<file path="src/rtl/core/kts_pkg.sv">
// package for the keyframe track sampler: payload structs, opcodes, controller links
// no dependencies
package kts_pkg;

  localparam int MaxKeys = 64;
  localparam int IdxW    = 6;
  localparam int CntW    = 7;

  typedef enum logic [1:0] {
    FUNC_CLEAR  = 2'd0,
    FUNC_APPEND = 2'd1,
    FUNC_LINEAR = 2'd2,
    FUNC_CUBIC  = 2'd3
  } func_t;

  typedef struct packed {
    logic [1:0]         func;
    logic [31:0]        time_q;
    logic signed [31:0] val_x;
    logic signed [31:0] val_y;
    logic signed [31:0] val_z;
    logic signed [31:0] tin_x;
    logic signed [31:0] tin_y;
    logic signed [31:0] tin_z;
    logic signed [31:0] tout_x;
    logic signed [31:0] tout_y;
    logic signed [31:0] tout_z;
  } in_item_t;

  typedef struct packed {
    logic signed [31:0] out_x;
    logic signed [31:0] out_y;
    logic signed [31:0] out_z;
    logic               valid_res;
    logic               accepted;
    logic [6:0]         key_count;
  } out_item_t;

  // datapath operations issued by the controller
  typedef enum logic [3:0] {
    OP_NONE    = 4'd0,
    OP_LOAD    = 4'd1,  // latch item
    OP_RDTIME  = 4'd2,  // read time at address
    OP_CMPT    = 4'd3,  // compare read time to sample time
    OP_RDKEYS  = 4'd4,  // read key rows
    OP_DIVINIT = 4'd5,
    OP_DIVSTEP = 4'd6,
    OP_MUL     = 4'd7,  // one product of the serial multiply sequence
    OP_APPEND  = 4'd8,
    OP_CLEAR   = 4'd9,
    OP_RESP    = 4'd10
  } dp_op_t;

  typedef struct packed {
    dp_op_t          op;
    logic [IdxW-1:0] addr;
    logic [4:0]      step;
    logic [1:0]      resp_kind;  // 0 op result, 1 zero-valid, 2 left value, 3 computed
    logic            resp_valid;
    logic            resp_acc;
  } dp_cmd_t;

  typedef struct packed {
    logic [1:0]      func;
    logic [CntW-1:0] count;
    logic            t_le;      // read time <= sample time
    logic            t_lt;      // read time < sample time
    logic            range_zero;
  } dp_stat_t;

  localparam logic [1:0] RespOp   = 2'd0;
  localparam logic [1:0] RespZero = 2'd1;
  localparam logic [1:0] RespLeft = 2'd2;
  localparam logic [1:0] RespCalc = 2'd3;

  // multiply sequence length: 2 (uu, uuu) + 8 steps per component
  localparam int MulSteps = 26;

  function automatic logic signed [31:0] sat32(input logic signed [79:0] v);
    if (v > 80'sd2147483647) return 32'sh7fffffff;
    if (v < -80'sd2147483648) return 32'sh80000000;
    return v[31:0];
  endfunction

endpackage

</file>
<file path="src/rtl/core/kts_ctrl.sv">
// controller for the keyframe track sampler: sequences search, divide and multiplies
// depends on kts_pkg
module kts_ctrl (
  input  logic            clk,
  input  logic            rst,
  input  logic            start,
  output logic            busy,
  output kts_pkg::dp_cmd_t cmd,
  input  kts_pkg::dp_stat_t stat
);
  import kts_pkg::*;

  typedef enum logic [9:0] {
    S_IDLE  = 10'b0000000001,
    S_DISP  = 10'b0000000010,
    S_TFST  = 10'b0000000100,
    S_TLST  = 10'b0000001000,
    S_SRCH  = 10'b0000010000,
    S_KEYS  = 10'b0000100000,
    S_DIV   = 10'b0001000000,
    S_MUL   = 10'b0010000000,
    S_RESP  = 10'b0100000000,
    S_WAIT  = 10'b1000000000
  } state_t;

  state_t state, state_next;
  logic [CntW-1:0] k, k_next;       // search index
  logic [IdxW-1:0] seg, seg_next;   // segment left index
  logic [4:0] cnt, cnt_next;
  logic       ph, ph_next;          // read phase: 0 compare, 1 decide and issue next read
  dp_cmd_t    c;

  assign busy = (state != S_IDLE);
  assign cmd  = c;

  // state register
  always_ff @(posedge clk) begin
    if (rst) begin
      state <= S_IDLE;
      k <= '0; seg <= '0; cnt <= '0; ph <= 1'b0;
    end else begin
      state <= state_next;
      k <= k_next; seg <= seg_next; cnt <= cnt_next; ph <= ph_next;
    end
  end

  // next state and command
  always_comb begin
    state_next = state;
    k_next = k; seg_next = seg; cnt_next = cnt; ph_next = ph;
    c = '0;
    c.op = OP_NONE;
    unique case (state)
      S_IDLE: begin
        if (start) begin
          c.op = OP_LOAD;
          state_next = S_DISP;
        end
      end
      S_DISP: begin
        ph_next = 1'b0;
        if (stat.func == FUNC_CLEAR) begin
          c.op = OP_CLEAR;
          state_next = S_RESP;
        end else if (stat.func == FUNC_APPEND) begin
          if (stat.count == '0 || stat.count == CntW'(MaxKeys)) begin
            c.op = OP_APPEND;  // datapath evaluates the rule
            state_next = S_RESP;
          end else begin
            c.op = OP_RDTIME;
            c.addr = IdxW'(stat.count - CntW'(1));
            state_next = S_TLST;
          end
        end else if (stat.count == '0) begin
          c.op = OP_RESP; c.resp_kind = RespZero;
          state_next = S_WAIT;
        end else begin
          c.op = OP_RDTIME; c.addr = '0;
          state_next = S_TFST;
        end
      end
      S_TFST: begin
        if (!ph) begin
          c.op = OP_CMPT; ph_next = 1'b1;
        end else begin
          ph_next = 1'b0;
          if (stat.count == CntW'(1) || !stat.t_lt) begin
            seg_next = '0;
            c.op = OP_RDKEYS; c.addr = '0;
            cnt_next = 5'd1;
            state_next = S_KEYS;
          end else begin
            c.op = OP_RDTIME; c.addr = IdxW'(stat.count - CntW'(1));
            state_next = S_TLST;
          end
        end
      end
      S_TLST: begin
        if (!ph) begin
          c.op = OP_CMPT; ph_next = 1'b1;
        end else begin
          ph_next = 1'b0;
          if (stat.func == FUNC_APPEND) begin
            c.op = OP_APPEND;
            state_next = S_RESP;
          end else if (stat.t_le) begin
            seg_next = IdxW'(stat.count - CntW'(1));
            c.op = OP_RDKEYS; c.addr = IdxW'(stat.count - CntW'(1));
            cnt_next = 5'd1;
            state_next = S_KEYS;
          end else begin
            seg_next = '0;
            k_next = CntW'(1);
            c.op = OP_RDTIME; c.addr = IdxW'(1);
            state_next = S_SRCH;
          end
        end
      end
      // walk keys 1..n-2; times rise, so the last key at or before t wins
      S_SRCH: begin
        if (!ph) begin
          c.op = OP_CMPT; ph_next = 1'b1;
        end else begin
          ph_next = 1'b0;
          if (stat.t_le) seg_next = k[IdxW-1:0];
          if (k + CntW'(2) < stat.count) begin
            k_next = k + CntW'(1);
            c.op = OP_RDTIME; c.addr = IdxW'(k + CntW'(1));
          end else begin
            c.op = OP_RDKEYS;
            c.addr = stat.t_le ? k[IdxW-1:0] : seg;
            cnt_next = 5'd0;
            state_next = S_KEYS;
          end
        end
      end
      // cnt=1: single row result (left value); cnt=0: right row lands; cnt=2: segment ready
      S_KEYS: begin
        if (cnt == 5'd1) begin
          c.op = OP_RESP; c.resp_kind = RespLeft; c.resp_valid = 1'b1;
          state_next = S_WAIT;
        end else if (cnt == 5'd0) begin
          cnt_next = 5'd2;
        end else if (stat.range_zero) begin
          c.op = OP_RESP; c.resp_kind = RespLeft; c.resp_valid = 1'b1;
          state_next = S_WAIT;
        end else begin
          c.op = OP_DIVINIT;
          cnt_next = 5'd0;
          state_next = S_DIV;
        end
      end
      S_DIV: begin
        c.op = OP_DIVSTEP;
        cnt_next = cnt + 5'd1;
        if (cnt == 5'd15) begin
          cnt_next = '0;
          state_next = S_MUL;
        end
      end
      S_MUL: begin
        c.op = OP_MUL; c.step = cnt;
        cnt_next = cnt + 5'd1;
        if (cnt == 5'(MulSteps - 1)) begin
          cnt_next = '0;
          state_next = S_RESP;
          c.resp_kind = RespCalc;
        end
      end
      S_RESP: begin
        c.op = OP_RESP;
        c.resp_kind = (stat.func[1]) ? RespCalc : RespOp;
        c.resp_valid = stat.func[1];
        state_next = S_IDLE;
      end
      S_WAIT: begin
        state_next = S_IDLE;
      end
      default: state_next = S_IDLE;
    endcase
  end
endmodule

</file>
<file path="config.mk">
export PLATFORM = sky130hd
export DESIGN_NAME = kts_ctrl
export DESIGN_NICKNAME = d
export VERILOG_FILES = /design/src/rtl/core/kts_pkg.sv /design/src/rtl/core/kts_ctrl.sv
export SDC_FILE = /design/constraint.sdc
export NUM_CORES = 1
export LEC_CHECK = 0
export BUFFER_PORTS_ARGS = -buffer_cell sky130_fd_sc_hd__buf_4
export CORE_UTILIZATION = 58
export CTS_CLUSTER_DIAMETER = 80
export DETAILED_ROUTE_END_ITERATION = 10
export PLACE_DENSITY_LB_ADDON = 0.25
export SYNTH_ARGS = -nofsm -noshare
export SYNTH_HDL_FRONTEND = slang
export SYNTH_SLANG_ARGS = --single-unit
export TNS_END_PERCENT = 5
</file>
<file path="constraint.sdc">
create_clock -name clk -period 5.3 [get_ports clk]
set_input_delay 1.59 -clock clk [delete_from_list [all_inputs] [get_ports clk]]
set_output_delay 1.59 -clock clk [all_outputs]
set_load 0.05 [all_outputs]
</file>
==> results by stage <==
CTS:
- The register clock-pin slew on the reported worst setup and hold paths is roughly 60 ps.
- The cell sitting at the root of the clock tree is a sky130_fd_sc_hd__clkbuf_8.
- After clock tree synthesis, the repair step resized 0 gates.
- At the later pin of the worst-skew pair, clock insertion delay measures between 200 and 300 ps.
- The CTS buffer count is 5.
- The hold buffer count at CTS is 0.
- Clock tree synthesis found a total of 29 sinks.
- The longest clock path from root to sink contains 2 buffers.
- The post-CTS setup buffer count is 0.
- The TritonCTS clock tree is yes.
- The maximum level of the CTS H-tree is 2.

Worst setup path:
- The arrival time at the worst endpoint is about 3500 ps.
- The critical path goes through buf_4 -> inv_1 -> ha_1 -> a21oi_1 -> o21ai_1 -> a21oi_1 -> buf_4 -> mux2_2 -> a221oi_1 -> o22ai_1 -> buf_4.
- STA classifies the critical path startpoint as an input port.
- The cell that appears most often on the critical path is sky130_fd_sc_hd__buf_4.
- The critical path endpoint category is a primary output.
- At the worst endpoint, the required time is 3710 ps.
- The slowest stage of the critical path belongs to the cell sky130_fd_sc_hd__mux2_2.
- The category of the most critical setup path is in2out.
- The kind of cell with the highest combined delay along the critical path is compound AO/OA/AOI/OAI gates.
- The number of buffers and inverters on the critical path is 4.
- In this run the worst path has a maximum fanout of 6.
- The maximum cell stage delay along the critical path is around 340 ps.

Synth:
- The number of enable-type register cells in the synthesized netlist is 0.
- Yosys instantiated no cell more often than sky130_fd_sc_hd__nor2_1.
- Among all flip-flop cells after synthesis, the most frequent one is sky130_fd_sc_hd__dfxtp_1.
- Of the synthesized area, sequential elements account for 22.2%.
- The flop and latch count out of synthesis is 29.
- After synthesis, the most frequently instantiated cells are 34 x sky130_fd_sc_hd__nor2_1, 29 x sky130_fd_sc_hd__dfxtp_1, 26 x sky130_fd_sc_hd__nand2_1.
- After synthesis the cells add up to about 2600 um2.
- Of all flip-flops after synthesis, the portion carrying an async set or reset was 0%.
- Yosys attributes the largest share of cell area to sky130_fd_sc_hd__dfxtp_1 22%, sky130_fd_sc_hd__ha_1 7.2%, sky130_fd_sc_hd__nor2_1 4.9%.
- The number of nets handed over by synthesis was 379.
- Of the post-synthesis cell area, the dominant cell type holds between 20% and 30%.
- Synthesis produced a netlist whose cell count is roughly 350.
- The count of unique library cells instantiated by Yosys is approximately 70.
- The mean area per synthesized cell is 7.49 um2.
- sky130_fd_sc_hd__dfxtp_1 takes more of the synthesized area than any other cell.
- The warning count from the yosys run is 0.

Placed design:
- Timing analysis after detailed placement gives a worst setup slack of slightly below 200 ps.
- After detailed placement, the design holds a cell count of ~420.
- The post-placement cell area is roughly 2900 um2.
- The number of buffers added on ports is 33.
- The total half-perimeter wirelength after legalization and detailed placement is approximately 5400 um.
- Routability-driven placement finished with a final weighted congestion of 0.995.

Die:
- Row generation in the floorplan step produced 24 rows.
- Once the floorplan was initialized, standard cells occupied 60.1% of the core.
- The total core area is 4350 um2.
- The floorplan die area is approximately 4800 um2.
- Measured along the x axis, the die boundary spans roughly 70 um.
- The number of top-level pins is 35.
- The overall die height is slightly below 70 um.

Pwr:
- The overall power is between 0.0005 and 0.0006 W.
- In this run the static leakage power is 1.17 nW.
- The power per standard cell area is slightly above 200 nW/um2.
- The worst-case IR drop observed on VDD is 0.000139 V.

Timing:
- Timing would allow up to around 200 MHz.
- The ratio of final minimum period to clock period is a little over nine tenths.
- The normalized max-slew margin is 49.3%.
- The largest clock skew in the final design is ~7.5 ps.
- The number of failing hold endpoints at the final stage is 0.
- At the pin with the least slew margin, the transition time is roughly 760 ps.
- Setup repair after global routing left no endpoint under its margin.
- The final critical-path setup slack is just under 200 ps.
- The final-layout worst hold slack is between 500 and 600 ps.
- The worst path needs approximately 5100 ps of the cycle, external delays included.
- The count of final max-slew check failures came to 0.
- Setup violations remaining at the end of the flow were counted as 0.

Layout:
- Cells with a size suffix above 1 make up between 10% and 20% of the layout.
- The antenna diode instance count is 0.
- The multi-input combinational cells in the finished layout cover a total of between 1500 and 2000 um2.
- The area taken by flip-flops and latches is just under 600 um2.
- Fill cells in the final layout number 390.
- The layout net count is ~400.
- Excluding fillers, the count of instances in the completed layout stands at 425.
- Relative to the synthesized area, the layout overhead comes to 12.8%.
- With fillers left out, the area of the finished cells amounts to between 2000 and 3000 um2.

Route:
- After detailed routing, the number of remaining DRC violations is 0.
- The count of nets left with antenna violations once routing finished came out at 0.
- The first detailed-routing pass took 5 iterations.
- The sum of routed wire length over all layers is 7650 um.
- The number of vias after detailed routing is between 2000 and 3000.
- After the first detailed-routing iteration, the DRC count stood at around 410.
- Dividing the detail-routed wire length by the instance count gives around 18 um.
- Using the TritonRoute via totals, the vias-per-cell ratio works out to ~6.6.

Min path:
- The type of the worst min-delay path is reg2reg.

Status:
- The run finished with clean final reports.

Global route:
- The total global routing overflow is 0.
- The global-route wire length before repair is ~13000 um.
- The number of antenna violations at the first check in global routing came to 0.
- For this run, the total global-route usage over all layers was measured as 32.7%.
- The maximum number of pins on one net before global-route repair is 23.
- The via count of the first global-routing pass is ~2500.

Job:
- The number of maximum-capacitance violations is 0.
## worst paths after layout
check / start / endpoint / slack (ps) / cells after the start
worst min-delay path: seg[5] / seg[5] / 500 / 2
worst min register to register: seg[5] / seg[5] / 500 / 2
worst max-delay path: stat[5] / cmd[12] / 190 / 11
worst max register to register: k[3] / k[5] / 2090 / 12
## logic make-up after synthesis
family | synth area share [%]
buffers and inverters | 6.22
DFF | 22.2
adders and majority gates | 7.18
other | 0.143
AOI/OAI and AO/OA | 27.6
and+or+nand+nor | 31.0
xor gates and xnor gates | 3.68
muxes | 2.01
## power by group
| group | switching, W | total, W | internal (W) |
|---|---|---|---|
| combinational | 0.000107 | 0.000166 | 0.0000588 |
| clock | 0.0000937 | 0.000197 | 0.000103 |
| sequential | 0.0000128 | 0.000236 | 0.000224 |
| total | 0.000214 | 0.000599 | 0.000385 |
## metal layers
metal	vias up	GRT usage [%]	part of all wire, %
met5	-	0	0
li1	1337	-	-
met3	17	5.85	8.5
met1	1280	49.3	47
met4	0	9.98	1.8
met2	153	46.7	42
## worst reg2reg max path: cells and delay by family (launching register included)
kind	cells	cell delay, ps
simple gates	3	930
xor+xnor	1	180
buf+inv	2	330
compound gates	5	820
fa+ha+maj	1	260
flops	1	590
## sequential cells by signal (all words and copies together), names as in the netlist
signal  cells
cnt         5
k           7
ph          1
seg         6
state      10
## per-stage QoR
stage	utilization, %	TNS (ps)
finish	67.7	0
global route	67.7	0
CTS	67.6	0
detailed placement	65.6	0
global placement	65.6	0
floorplan	-	-148
## area by class of cell
| cell class | instances | area share [%] |
|---|---|---|
| Multi-Input combinational cell | 282 | 63.5 |
| Sequential cell | 29 | 19.7 |
| Timing Repair Buffer | 37 | 9.42 |
| Clock buffer | 7 | 2.93 |
| Inverter | 18 | 2.29 |
| Tap cell | 52 | 2.21 |
## placed cells by master (no fill, tap or decap), types with 3 or more instances in the layout
master / netlist / final
sky130_fd_sc_hd__ha_1: 15 / 15
sky130_fd_sc_hd__a31oi_1: 4 / 4
sky130_fd_sc_hd__xor2_1: 4 / 4
sky130_fd_sc_hd__a211oi_1: 4 / 4
sky130_fd_sc_hd__a21o_1: 3 / 3
sky130_fd_sc_hd__or2_2: 3 / 3
sky130_fd_sc_hd__nor2_1: 34 / 34
sky130_fd_sc_hd__buf_4: 1 / 37
sky130_fd_sc_hd__and3_1: 6 / 6
sky130_fd_sc_hd__a311oi_1: 5 / 5
sky130_fd_sc_hd__a21oi_1: 23 / 23
sky130_fd_sc_hd__nand2b_1: 5 / 5
sky130_fd_sc_hd__nor2b_1: 7 / 7
sky130_fd_sc_hd__o21ai_1: 2 / 3
sky130_fd_sc_hd__nor3_1: 9 / 9
sky130_fd_sc_hd__o21ai_0: 20 / 19
sky130_fd_sc_hd__nand4_1: 4 / 4
sky130_fd_sc_hd__nand3_1: 19 / 19
sky130_fd_sc_hd__xnor2_1: 7 / 7
sky130_fd_sc_hd__mux2i_1: 3 / 3
sky130_fd_sc_hd__nand4b_1: 3 / 3
sky130_fd_sc_hd__a41oi_1: 3 / 3
sky130_fd_sc_hd__a32oi_1: 6 / 6
sky130_fd_sc_hd__nand2_1: 26 / 26
sky130_fd_sc_hd__nor3b_1: 3 / 3
sky130_fd_sc_hd__dfxtp_1: 29 / 29
sky130_fd_sc_hd__inv_1: 18 / 18
sky130_fd_sc_hd__clkbuf_8: 0 / 6
sky130_fd_sc_hd__o22ai_1: 10 / 10
sky130_fd_sc_hd__o21a_1: 3 / 3
Power figures use the tool's default switching activity.
